--- src/lpbi_pkg.sv ---
// Package: shared types and codes for the linear-probe blob index.
package lpbi_pkg;

    typedef enum logic [1:0] {
        ACT_INSERT = 2'd0,
        ACT_LOOKUP = 2'd1,
        ACT_CLEAR  = 2'd2,
        ACT_NOP    = 2'd3
    } t_action;

    typedef enum logic [1:0] {
        ST_OK   = 2'd0,
        ST_MISS = 2'd1,
        ST_FULL = 2'd2,
        ST_RSVD = 2'd3
    } t_status;

    typedef enum logic [3:0] {
        S_IDLE,
        S_DIV,
        S_CHECK,
        S_PROBE_REQ,
        S_PROBE_CHK,
        S_WRITE,
        S_CLEAR,
        S_OUT
    } t_state;

    // controller -> datapath
    typedef struct packed {
        logic load;       // capture input item
        logic div_start;
        logic probe_init; // set index/count from home
        logic rd;         // issue memory read at probe index
        logic advance;    // step probe index
        logic wr;         // write entry at probe index
        logic clr_start;
        logic res_ok_ins;
        logic res_found;
        logic res_miss;
        logic res_full;
        logic res_zero;
        logic out_load;
    } t_cmd;

    // datapath -> controller
    typedef struct packed {
        logic    size_zero;
        logic    div_done;
        logic    free_hit;   // probed slot unused (insert)
        logic    key_hit;    // probed slot used and key matches (lookup)
        logic    probe_last; // all slots probed
        logic    clr_done;
        t_action action;
    } t_sts;

endpackage

--- src/lpbi_ctrl.sv ---
// Controller: sequences divide, probe, write and clear steps.
module lpbi_ctrl (
    input  logic           i_clk,
    input  logic           i_rst_n,
    input  logic           i_in_go,
    input  logic           i_out_free,
    input  lpbi_pkg::t_sts i_sts,
    output lpbi_pkg::t_cmd o_cmd,
    output logic           o_busy
);

    lpbi_pkg::t_state r_state, n_state;
    // clear after reset produces no result
    logic             r_rst_clr;

    always_ff @(posedge i_clk) begin
        if (!i_rst_n) begin
            r_state <= lpbi_pkg::S_CLEAR;
        end else begin
            r_state <= n_state;
        end
    end

    always_ff @(posedge i_clk) begin
        if (!i_rst_n) r_rst_clr <= 1'b1;
        else if (r_state == lpbi_pkg::S_CLEAR && i_sts.clr_done) r_rst_clr <= 1'b0;
    end

    always_comb begin
        n_state = r_state;
        unique case (r_state)
            lpbi_pkg::S_IDLE: begin
                if (i_in_go) n_state = lpbi_pkg::S_DIV;
            end
            lpbi_pkg::S_DIV: begin
                if (i_sts.action == lpbi_pkg::ACT_CLEAR) n_state = lpbi_pkg::S_CLEAR;
                else if (i_sts.action == lpbi_pkg::ACT_NOP || i_sts.size_zero)
                    n_state = lpbi_pkg::S_OUT;
                else n_state = lpbi_pkg::S_CHECK;
            end
            lpbi_pkg::S_CHECK: begin
                if (i_sts.div_done) n_state = lpbi_pkg::S_PROBE_REQ;
            end
            lpbi_pkg::S_PROBE_REQ: n_state = lpbi_pkg::S_PROBE_CHK;
            lpbi_pkg::S_PROBE_CHK: begin
                if (i_sts.action == lpbi_pkg::ACT_INSERT && i_sts.free_hit)
                    n_state = lpbi_pkg::S_WRITE;
                else if (i_sts.action == lpbi_pkg::ACT_LOOKUP && i_sts.key_hit)
                    n_state = lpbi_pkg::S_OUT;
                else if (i_sts.probe_last) n_state = lpbi_pkg::S_OUT;
                else n_state = lpbi_pkg::S_PROBE_REQ;
            end
            lpbi_pkg::S_WRITE: n_state = lpbi_pkg::S_OUT;
            lpbi_pkg::S_CLEAR: begin
                if (i_sts.clr_done) n_state = (i_sts.action == lpbi_pkg::ACT_CLEAR &&
                    !r_rst_clr) ? lpbi_pkg::S_OUT : lpbi_pkg::S_IDLE;
            end
            lpbi_pkg::S_OUT: begin
                if (i_out_free) n_state = lpbi_pkg::S_IDLE;
            end
            default: n_state = lpbi_pkg::S_IDLE;
        endcase
    end

    always_comb begin
        o_cmd = '0;
        unique case (r_state)
            lpbi_pkg::S_IDLE: begin
                o_cmd.load = i_in_go;
            end
            lpbi_pkg::S_DIV: begin
                o_cmd.div_start = 1'b1;
                o_cmd.clr_start = (i_sts.action == lpbi_pkg::ACT_CLEAR);
                o_cmd.res_zero  = (i_sts.action == lpbi_pkg::ACT_CLEAR) ||
                                  (i_sts.action == lpbi_pkg::ACT_NOP);
                o_cmd.res_full  = i_sts.size_zero && (i_sts.action == lpbi_pkg::ACT_INSERT);
                o_cmd.res_miss  = i_sts.size_zero && (i_sts.action == lpbi_pkg::ACT_LOOKUP);
            end
            lpbi_pkg::S_CHECK: begin
                o_cmd.probe_init = i_sts.div_done;
            end
            lpbi_pkg::S_PROBE_REQ: o_cmd.rd = 1'b1;
            lpbi_pkg::S_PROBE_CHK: begin
                if (i_sts.action == lpbi_pkg::ACT_INSERT && i_sts.free_hit) begin
                    o_cmd.res_ok_ins = 1'b1;
                end else if (i_sts.action == lpbi_pkg::ACT_LOOKUP && i_sts.key_hit) begin
                    o_cmd.res_found = 1'b1;
                end else if (i_sts.probe_last) begin
                    o_cmd.res_full = (i_sts.action == lpbi_pkg::ACT_INSERT);
                    o_cmd.res_miss = (i_sts.action == lpbi_pkg::ACT_LOOKUP);
                end else begin
                    o_cmd.advance = 1'b1;
                end
            end
            lpbi_pkg::S_WRITE: o_cmd.wr = 1'b1;
            lpbi_pkg::S_CLEAR: o_cmd = '0;
            lpbi_pkg::S_OUT: o_cmd.out_load = i_out_free;
            default: o_cmd = '0;
        endcase
    end

    assign o_busy = (r_state != lpbi_pkg::S_IDLE);

endmodule

--- config.mk ---
export PLATFORM = sky130hd
export DESIGN_NAME = lpbi_ctrl
export DESIGN_NICKNAME = d
export VERILOG_FILES = /design/src/lpbi_pkg.sv /design/src/lpbi_ctrl.sv
export SDC_FILE = /design/constraint.sdc
export NUM_CORES = 1
export LEC_CHECK = 0
export BUFFER_PORTS_ARGS = -buffer_cell sky130_fd_sc_hd__buf_2
export CORE_UTILIZATION = 35
export CTS_BUF_LIST = sky130_fd_sc_hd__clkbuf_4
export DETAILED_ROUTE_END_ITERATION = 8
export HOLD_SLACK_MARGIN = 0.05
export PLACE_DENSITY_LB_ADDON = 0.05
export SKIP_CTS_REPAIR_TIMING = 1
export SYNTH_ARGS = -nofsm -noshare
export SYNTH_HDL_FRONTEND = slang
export SYNTH_SLANG_ARGS = --single-unit
--- constraint.sdc ---
create_clock -name i_clk -period 1.7 [get_ports i_clk]
set_input_delay 0.34 -clock i_clk [delete_from_list [all_inputs] [get_ports i_clk]]
set_output_delay 0.34 -clock i_clk [all_outputs]
set_load 0.05 [all_outputs]
* Yosys cells after proc, flatten, opt, wreduce, memory -nomap -nowiden
Cells that the tools add are included.
Word-level totals: bits in registers 5, output and inout bits 14, logic and storage cells 59
Cells by class: eq/ne operators 14, multiplexer cells 30, reduce and logical (&&, ||, !) cells 13
Operators with widths (number):
- $pmux W4 S8 | 1
- $mux W3 | 7
- $eq A4 B3 Y1 const B | 4
- $mux W4 | 4
- $mux W1 | 14
- $eq A4 B2 Y1 const B | 2
- $ne A2 B2 Y1 const B | 4
- $logic_and A1 B1 Y1 | 6
- $mux W2 | 3
- $eq A2 B2 Y1 const B | 2
- $eq A4 B1 Y1 const B | 1
- $logic_not A4 Y1 | 1
- $pmux W2 S2 | 1
- $reduce_and A4 Y1 | 1
- $reduce_bool A4 Y1 | 1
- $eq A2 B1 Y1 const B | 1
- $logic_not A2 Y1 | 1
- $logic_or A1 B1 Y1 | 2
- $logic_not A1 Y1 | 1

* Depth between registers and ports, before layout
Gate-level depths: netlist (run 1).
depth after elaboration 5, depth in mapped cells 6, mapped depth without buffers 4

* Least setup slack after synthesis (run 1)
Ideal clock, no wire load.
path type register -> output, start register r_state[0], end output o_cmd[2] (netlist bit), arrival time 3.072 ns, setup slack -1.712 ns, stages on the path, launching flop included 5, buffers on the path 1, cell sequence dfxtp_1 > buf_2 > nor3b_1 > nand2_1 > a211oi_1
RTL lines:
- start, declared | RTL line lpbi_ctrl.sv:12 | lpbi_pkg::t_state r_state, n_state;
- start signal, assigned | RTL line lpbi_ctrl.sv:18 | r_state <= lpbi_pkg::S_CLEAR;
- start signal, assigned | RTL line lpbi_ctrl.sv:20 | r_state <= n_state;
- end, declared | RTL line lpbi_ctrl.sv:8 | output lpbi_pkg::t_cmd o_cmd,

==> impl_metrics.tcl, run 1 <==
set metrics [dict create \
    run_status "finished with violations" \
    violations "setup timing" \
    hp-start "i_rst_n" \
    fin_setup_tns_ns -0.2742 \
    ys_seq_area_frac 0.1720 \
    gr-usage-met1 0.2797 \
    tritoncts "built" \
    multiInputGateArea_um2 420.4 \
    route.detailed.drc 0 \
    nFillCells 106 \
    synth-seq-cells 4 \
    clock.fmax_mhz 551.8 \
    grt-ovfl-total 0 \
    critPathArrivalTime_ns 1.47 \
    numCtsBuffers 3 \
    hpwl_um 932.1 \
    synth_fa_ha_area_frac 0 \
    post-place-ws_ns -0.03806 \
    detail_route.vias_per_cell 5.183 \
    finalMaxSlewViolations 0 \
    area_growth_pct 76.34 \
    row_count 12 \
    min_path_type "input pin to flop" \
    gp_congestion 0.8184 \
    path_class "flop to output port" \
    num_vias 596 \
    first_pass_iters 4 \
    synth_edf_count 0 \
    drive_gt1_frac 0.5941 \
    syn_nets 78 \
    grt_pass1_vias 455 \
    worstSetupEndpointType "output port" \
    synthFlopType "dfxtp_1" \
    r2r_start "r_state[0]" \
    synth_top_cell_area_share 0.1720 \
    p_sw_uw 614.5 \
    synthTopCellsByArea "dfxtp_1 (17%), nand2_1 (7.3%), buf_4 (6.5%)" \
    synthSimpleGateAreaFrac 0.4301 \
    grt_setup_unrepaired "true" \
    power.leakage_uw 0.0003822 \
    crit_required_ns 1.36 \
    synth_top_family_by_area "simple AND/OR/NAND/NOR gates" \
    ff_latch_area_um2 83.83 \
    swShare 0.4880 \
    numPortBuffers 25 \
    grt_max_degree 18 \
    relSlewSlack 0.8284 \
    clock_latency_ns 0.22 \
    yosysTopAreaCell "dfxtp_1" \
    num_antenna_cells 0 \
    fp.dieW_um 38.47 \
    power.share.clock 0.087 \
    grt_pass1_wl_um 2001 \
    synth.area.mux_share 0.06989 \
    min_path_cells 2 \
    pwr-share-seq 0.148 \
    met3_usage 0.03488 \
    cts_max_level 1 \
    vdd_drop_max_v 0.0007556 \
    die_y_um 38.47 \
    reg2reg_depth 6 \
    synth_area_per_cell_um2 7.052 \
    combinationalPowerShare 0.766 \
    grt_use_met2 0.2881 \
    setup_violations 3 \
    drt-initial-drc-count 13 \
    rrSetupSlack_ns 0.16 \
    clk_path_buf_depth 2 \
    setup.worst_path.start_class "flop" \
    drtAntennaViolNets 0 \
    synth_warnings 0 \
    synth_xor_area_frac 0 \
    period_share 1.066 \
    r2r-end "r_state[0]" \
    cellPowerDensity_nw_per_um2 1534 \
    crit_chain "nor3b_4 > nand3_2 > buf_4 > a211oi_4 > buf_6" \
    cts.sinks 4 \
    period_needed_ns 1.812 \
    die_area_um2 1480 \
    post-route-cell-area_um2 820.8 \
    fin_ws_ns -0.1122 \
    synth_cell_type_count 34 \
    worstMarginPinSlew_ns 0.2551 \
    cp_max_fo 2 \
    synthesis.area_um2 465.4 \
    clk_pin_slew_ns 0.03 \
    synth_compound_area_frac 0.2366 \
    intPower_uw 644.6 \
    wl_per_cell_um 12.15 \
    hold_viol_final 0 \
    drt-total-wl_um 1397 \
    async_flop_share 0 \
    cap_violations 0 \
    min_to "r_rst_clr" \
    fin_nets 115 \
    start_util 0.3974 \
    root_buffer "clkbuf_4" \
    grtUsageTotal 0.1964 \
    io_pins 26 \
    finalClockSkew_ns 0.002423 \
    netlist_instances 66 \
    cp_slowest_stage_delay_ns 0.33 \
    critPathSlowestCell "dfxtp_2" \
    grt_antenna_before_repair 0 \
    placed_area_um2 698.2 \
    coreArea_um2 1171 \
    grt.busiest_layer "met2" \
]
## worst max path at each step
stage                from  cells after the start  slack (ns)        to
2_1_floorplan  r_state[2]                      4       -0.32  o_cmd[2]
3_3_place_gp   r_state[2]                      5       -0.02  o_cmd[2]
3_5_place_dp     i_sts[0]                      6       -0.04  o_cmd[3]
4_1_cts        r_state[2]                      5       -0.25  o_cmd[2]
5_1_grt        r_state[0]                      5       -0.19  o_cmd[2]
6_report       r_state[0]                      5       -0.11  o_cmd[2]
## cells by family (layout without fill, tap and decap cells)
| kind of cell | Yosys count | count (layout) |
|---|---|---|
| AND/OR/NAND/NOR | 35 | 35 |
| AO/OA/AOI/OAI | 17 | 17 |
| buffers and inverters | 7 | 42 |
| flip-flops | 4 | 4 |
| multiplexers | 3 | 3 |
## synth_stat cells, types with 2 or more instances
cell      number
inv_1          2
a21oi_1        3
mux2_2         2
o21ai_0        5
nor3b_1        2
nand2_1        9
a211oi_1       2
buf_4          4
nor2_1         7
nand2b_1       3
dfxtp_1        4
## metal layers
metal,wire length [µm],vias to the layer above
met4,0,0
met1,666,267
met5,0,-
met2,679,19
li1,-,310
met3,50,0
## through the flow
step                std cells  hold WS (ns)  utilization  power (µW)
finish                    115        0.2916       0.7009        1259
global route              115        0.2888       0.7009        1355
CTS                       112        0.2889       0.6154        1116
detailed placement        109        0.4676       0.5962        1001
global placement          109        0.4619       0.5962       996.7
floorplan                  66        0.4019            -       855.5
## power by group through the flow
stage / sequential (µW) / clock (µW) / combinational, µW
floorplan: 171 / 0 / 685
global placement: 159 / 0 / 838
detailed placement: 159 / 0 / 842
CTS: 158 / 112 / 845
global route: 191 / 128 / 1040
finish: 186 / 109 / 964
## cell usage in the layout (no fill, tap or decap), types with 3 or more instances in the layout
cell type / count
buf_2: 17
clkbuf_4: 6
nand2b_1: 3
nor2_1: 4
dfxtp_2: 3
buf_4: 10
a21oi_1: 3
nand2_1: 8
o21ai_0: 4
buf_6: 5
## flip-flops by register name, summed over array words and instances (netlist names)
name       flops
r_rst_clr      1
r_state        3
## final cells by class
class,count,area share
timing repair buffer,37,0.3277
multi-input combinational,55,0.5122
inverter,2,0.009146
sequential,4,0.1021
clock buffer,3,0.02744
tap,14,0.02134
## critical path: cells and delay by family (launching register included)
| kind | cells | cell delay [ns] |
|---|---|---|
| AO/OA/AOI/OAI | 1 | 0.23 |
| buffers and inverters | 2 | 0.35 |
| flip-flops | 1 | 0.33 |
| AND/OR/NAND/NOR | 2 | 0.35 |
(Power assumes the default switching activity.)
==> inputs of run 2 (changes only) <==
--- a/config.mk
+++ b/config.mk
@@ -6,7 +6,9 @@
 export NUM_CORES = 1
 export LEC_CHECK = 0
 export BUFFER_PORTS_ARGS = -buffer_cell sky130_fd_sc_hd__buf_2
-export CORE_UTILIZATION = 35
+export CELL_PAD_IN_SITES_DETAIL_PLACEMENT = 2
+export CELL_PAD_IN_SITES_GLOBAL_PLACEMENT = 2
+export CORE_UTILIZATION = 20
 export CTS_BUF_LIST = sky130_fd_sc_hd__clkbuf_4
 export DETAILED_ROUTE_END_ITERATION = 8
 export HOLD_SLACK_MARGIN = 0.05
==> constraint.sdc (replaced) <==
create_clock -name i_clk -period 1.65 [get_ports i_clk]
set_input_delay 0.33 -clock i_clk [delete_from_list [all_inputs] [get_ports i_clk]]
set_output_delay 0.33 -clock i_clk [all_outputs]
set_load 0.05 [all_outputs]
==> run 2 against run 1 <==
Effect of this change: the run still ends with setup timing left; utilization fell by 27 points; sequential power rose by 5%; die area rose by 71%; largest cell class unchanged; highest routed layer unchanged.
==> impl_metrics.tcl, run 2 (synthesis results as in run 1) <==
set metrics [dict create \
    numCtsBuffers 3 \
    critPathArrivalTime_ns 1.48 \
    period_share 1.097 \
    setup.worst_path.start_class "flop" \
    grt_setup_unrepaired "true" \
    nFillCells 246 \
    ff_latch_area_um2 83.83 \
    worstSetupEndpointType "output port" \
    r2r-end "r_state[0]" \
    min_path_cells 2 \
    finalMaxSlewViolations 0 \
    cts_max_level 1 \
    worstMarginPinSlew_ns 0.2826 \
    clock.fmax_mhz 552.4 \
    critPathBufInv 3 \
    num_antenna_cells 0 \
    hp-start "i_rst_n" \
    row_count 17 \
    violations "setup timing" \
    reg2reg_depth 7 \
    fin_ws_ns -0.1602 \
    period_needed_ns 1.810 \
    start_util 0.2104 \
    largest_register_ffs 3 \
    detail_route.vias_per_cell 4.843 \
    cpMostUsedCell "buf_6" \
    die_y_um 50.24 \
    die_area_um2 2524 \
    drt-total-wl_um 1843 \
    clock_latency_ns 0.22 \
    grtUsageTotal 0.1276 \
    grt-ovfl-total 0 \
    numPortBuffers 25 \
    grt_pass1_vias 550 \
    hpwl_um 1263 \
    fin_nets 120 \
    area_growth_pct 106.5 \
    critPathSlowestCell "or3_4" \
    num_vias 649 \
    gp_congestion 0.7393 \
    intPower_uw 851.6 \
    min_path_type "input pin to flop" \
    power.share.clock 0.071 \
    top_layer "met3" \
    pwr-share-seq 0.124 \
    cellPowerDensity_nw_per_um2 1652 \
    path_class "flop to output port" \
    route.met2.wl_um 1027 \
    grt_max_degree 18 \
    coreArea_um2 2212 \
    swShare 0.4635 \
    rrSetupSlack_ns 0.08 \
    setup_violations 5 \
    clk_path_buf_depth 2 \
    cp_slowest_stage_delay_ns 0.40 \
    post-place-ws_ns -0.08729 \
    io_pins 26 \
    fp.dieW_um 50.24 \
    run_status "finished with violations" \
    vdd_drop_max_v 0.0007771 \
    wl_per_cell_um 13.75 \
    final_cell_mix "buf_6 (14), buf_4 (13), buf_2 (12), nand2_1 (7)" \
    path_delay_family "simple AND/OR/NAND/NOR gates" \
    path_depth 5 \
    grt_pass1_wl_um 2532 \
    clk_pin_slew_ns 0.03 \
    grt_antenna_before_repair 0 \
    min_to "r_rst_clr" \
    finalClockSkew_ns 0.001201 \
    hold_viol_final 0 \
    relSlewSlack 0.8099 \
    post-route-cell-area_um2 960.9 \
    p_sw_uw 735.8 \
    multiInputGateArea_um2 446.7 \
    placed_area_um2 710.7 \
    drt-initial-drc-count 0 \
    cts.sinks 4 \
    drive_gt1_frac 0.6604 \
    cap_violations 0 \
    crit_required_ns 1.32 \
    regMostFlops "r_state" \
    root_buffer "clkbuf_4" \
    hold_ws_ns 0.2829 \
    wl_met1_um 770 \
    route.detailed.drc 0 \
    reg_top3 "r_state: 3 flops, r_rst_clr: 1 flops" \
    cp_max_fo 10 \
    final_common_cell "buf_6" \
    drtAntennaViolNets 0 \
    r2r_start "r_state[0]" \
    wl_met3_um 45 \
    tritoncts "built" \
    crit_chain "buf_6 > buf_12 > or3_4 > nor2_4 > buf_6" \
    power.leakage_uw 0.0004269 \
    combinationalPowerShare 0.806 \
    first_pass_iters 1 \
]
run 2: cell types whose count changed in the layout (fill, tap and decap cells not counted), moves of 2 or more:
cell and change:
buf_6 +9, nor2_1 -3, buf_2 -5, buf_4 +3, clkbuf_4 -3, nor2_2 +2
run 2: through the flow:
| step | util | std cells | power [µW] | setup TNS (ns) |
|---|---|---|---|---|
| final | 0.4344 | 134 | 1587 | -0.5809 |
| after global routing | 0.4344 | 134 | 1699 | -0.8911 |
| after CTS | 0.3314 | 125 | 1177 | -1.446 |
| after detailed placement | 0.3213 | 122 | 1059 | -0.1680 |
| after global placement | 0.3213 | 122 | 1052 | -0.2054 |
| after floorplan | - | 66 | 884.2 | -0.9482 |
run 2: worst reg2reg max path, stage by stage (launching register included):
cell	delay (ns)
dfxtp_2	0.33
buf_6	0.12
buf_8	0.13
buf_6	0.13
nand2b_4	0.15
a32o_2	0.25
a221o_1	0.27
a21oi_1	0.13
run 2: power by group through the flow:
stage                     Combinational, µW  Clock, µW  Sequential, µW
after floorplan                         708          0             176
after global placement                  888          0             164
after detailed placement                891          0             169
after CTS                               893        116             167
after global routing                   1380        120             199
final                                  1280        112             196
run 2: routing by layer:
layer / GRT usage / vias up
li1: - / 318
met1: 0.1633 / 317
met2: 0.2356 / 14
met3: 0.009091 / 0
met4: 0.01429 / 0
met5: 0 / -
run 2: worst max-delay path by stage:
stage,start,end,slack (ns)
after floorplan,r_state[2],o_cmd[2],-0.36
after global placement,r_state[2],o_cmd[2],-0.11
after detailed placement,i_sts[0],o_cmd[3],-0.09
after CTS,r_state[2],o_cmd[2],-0.32
after global routing,r_state[0],o_cmd[2],-0.22
final,r_state[1],o_cmd[12],-0.16
run 2: final cells by class:
type,count,share of cell area
clock buffer,3,0.02344
timing repair buffer,42,0.3802
multi-input combinational,55,0.4648
tap,28,0.03646
inverter,2,0.007812
sequential,4,0.08724
==> inputs of run 3 (changes only) <==
--- a/config.mk
+++ b/config.mk
@@ -12,7 +12,9 @@
 export CTS_BUF_LIST = sky130_fd_sc_hd__clkbuf_4
 export DETAILED_ROUTE_END_ITERATION = 8
 export HOLD_SLACK_MARGIN = 0.05
+export MAX_ROUTING_LAYER = met4
 export PLACE_DENSITY_LB_ADDON = 0.05
+export SETUP_SLACK_MARGIN = 0.5
 export SKIP_CTS_REPAIR_TIMING = 1
 export SYNTH_ARGS = -nofsm -noshare
 export SYNTH_HDL_FRONTEND = slang
==> run 3 against run 2 <==
Effect of this change: the flow still finishes with violations (setup timing); power grew 36%; sequential cell count is the same; die area is the same; combinational power grew 41%; worst hold slack lost 0.0087 ns; global-route usage grew 1.6 points; clock power grew 14%; cell area grew 21%; worst setup slack lost 0.10 ns; fmax shrank 5.2%; critical path depth grew 1; critical endpoint is now o_cmd[3].
==> impl_metrics.tcl, run 3 (synthesis results as in run 1) <==
set metrics [dict create \
    run_status "finished with violations" \
    violations "setup timing" \
    coreArea_um2 2212 \
    path_class "flop to output port" \
    detail_route.vias_per_cell 4.853 \
    cellPowerDensity_nw_per_um2 1848 \
    final_cell_mix "buf_4 (15), buf_2 (12), buf_6 (11), buf_8 (7)" \
    cts.sinks 4 \
    route.met2.wl_um 1342 \
    cp_max_fo 12 \
    ff_latch_area_um2 88.84 \
    drt-total-wl_um 2442 \
    grt_pass1_wl_um 2697 \
    crit_required_ns 1.32 \
    cp_slowest_stage_delay_ns 0.34 \
    wl_met1_um 1037 \
    nFillCells 230 \
    die_area_um2 2524 \
    top_layer "met4" \
    relSlewSlack 0.8225 \
    wl_per_cell_um 17.08 \
    pwr-share-seq 0.106 \
    vdd_drop_max_v 0.0008855 \
    grt_setup_unrepaired "true" \
    largest_register_ffs 3 \
    dp_cells 123 \
    period_share 1.158 \
    first_pass_iters 3 \
    total_power_uw 2153 \
    route.detailed.drc 0 \
    cap_violations 0 \
    fin_nets 129 \
    clock_latency_ns 0.25 \
    hpwl_um 1330 \
    worstSetupEndpointType "output port" \
    io_pins 26 \
    cts_max_level 1 \
    power.share.clock 0.060 \
    regMostFlops "r_state" \
    drive_gt1_frac 0.7739 \
    worstMarginPinSlew_ns 0.2640 \
    tritoncts "built" \
    area_growth_pct 150.3 \
    swShare 0.4455 \
    row_count 17 \
    num_vias 694 \
    placed_area_um2 768.2 \
    grt_max_degree 18 \
    clk_path_buf_depth 2 \
    grt_pass1_vias 610 \
    setup.worst_path.start_class "flop" \
    instances_no_fill 143 \
    root_buffer "clkbuf_4" \
    multiInputGateArea_um2 514.2 \
    start_util 0.2104 \
    numPortBuffers 25 \
    fin_setup_tns_ns -1.338 \
    fin_ws_ns -0.2600 \
    gp_congestion 0.7339 \
    crit_chain "buf_12 > nor3b_4 > nand2_2 > o21ai_1 > and3b_2 > buf_8" \
    num_antenna_cells 0 \
    grt-ovfl-total 0 \
    finalMaxSlewViolations 0 \
    grt_antenna_before_repair 0 \
    path_delay_family "simple AND/OR/NAND/NOR gates" \
    combinationalPowerShare 0.835 \
    power.leakage_uw 0.0005164 \
    numCtsBuffers 3 \
    hold_viol_final 0 \
    finalClockSkew_ns 0.01307 \
    min_path_type "input pin to flop" \
    fp.dieW_um 50.24 \
    final_common_cell "buf_4" \
    setup_violations 9 \
    wl_met3_um 54 \
    clk_pin_slew_ns 0.04 \
    reg_top3 "r_state: 3 flops, r_rst_clr: 1 flops" \
    critPathArrivalTime_ns 1.58 \
    p_sw_uw 959.2 \
    drtAntennaViolNets 0 \
    die_y_um 50.24 \
    post-route-cell-area_um2 1165 \
    drt-initial-drc-count 4 \
    grtUsageTotal 0.1441 \
    intPower_uw 1194 \
    period_needed_ns 1.910 \
    critPathSlowestCell "dfxtp_2" \
    clock.fmax_mhz 523.6 \
    critPathBufInv 2 \
]
## run 3: cell types whose count changed in the layout (fill, tap and decap cells not counted), sizes merged
| cell | previous run | this run |
|---|---|---|
| buf | 42 | 49 |
| clkbuf | 3 | 5 |
## run 3: per-stage QoR
step,worst slack (ns),hold slack [ns],utilization
finish,-0.2600,0.2743,0.5266
global route,-0.3360,0.2764,0.5266
CTS,-0.3632,0.2639,0.3575
detailed placement,-0.08860,0.4969,0.3473
global placement,-0.1286,0.4833,0.3473
floorplan,-0.3629,0.3919,-
## run 3: cell type report
cell class	count	share of cell area
multi-input combinational	55	0.4415
tap	28	0.03008
clock buffer	3	0.01933
timing repair buffer	51	0.4264
inverter	2	0.006445
sequential	4	0.07626
## run 3: power by group through the flow
stage	sequential [µW]	combinational [µW]	clock, µW
floorplan	183	821	0
global placement	170	1000	0
detailed placement	176	1000	0
CTS	174	1010	136
global route	230	1900	151
finish	228	1800	128
## run 3: worst reg2reg max path, stage by stage, from the launching register on
cell     delay, ns
dfxtp_4       0.35
buf_12        0.13
buf_12        0.12
buf_8         0.13
and2_4        0.15
a32o_2        0.26
a221o_1       0.27
a21oi_1       0.11
## run 3: final timing paths
check / from / endpoint / slack (ns) / depth (start not counted)
setup / recovery: r_state[2] / o_cmd[3] / -0.26 / 6
hold / removal: i_rst_n / r_rst_clr / 0.27 / 2
setup reg to reg: r_state[1] / r_state[0] / 0.06 / 7
hold reg to reg: r_rst_clr / r_rst_clr / 0.47 / 2
## run 3: routing by layer
metal	vias to the layer above	GRT usage
met5	-	-
met4	0	0.02857
met3	2	0.03636
met2	17	0.2444
met1	336	0.1706
li1	339	-
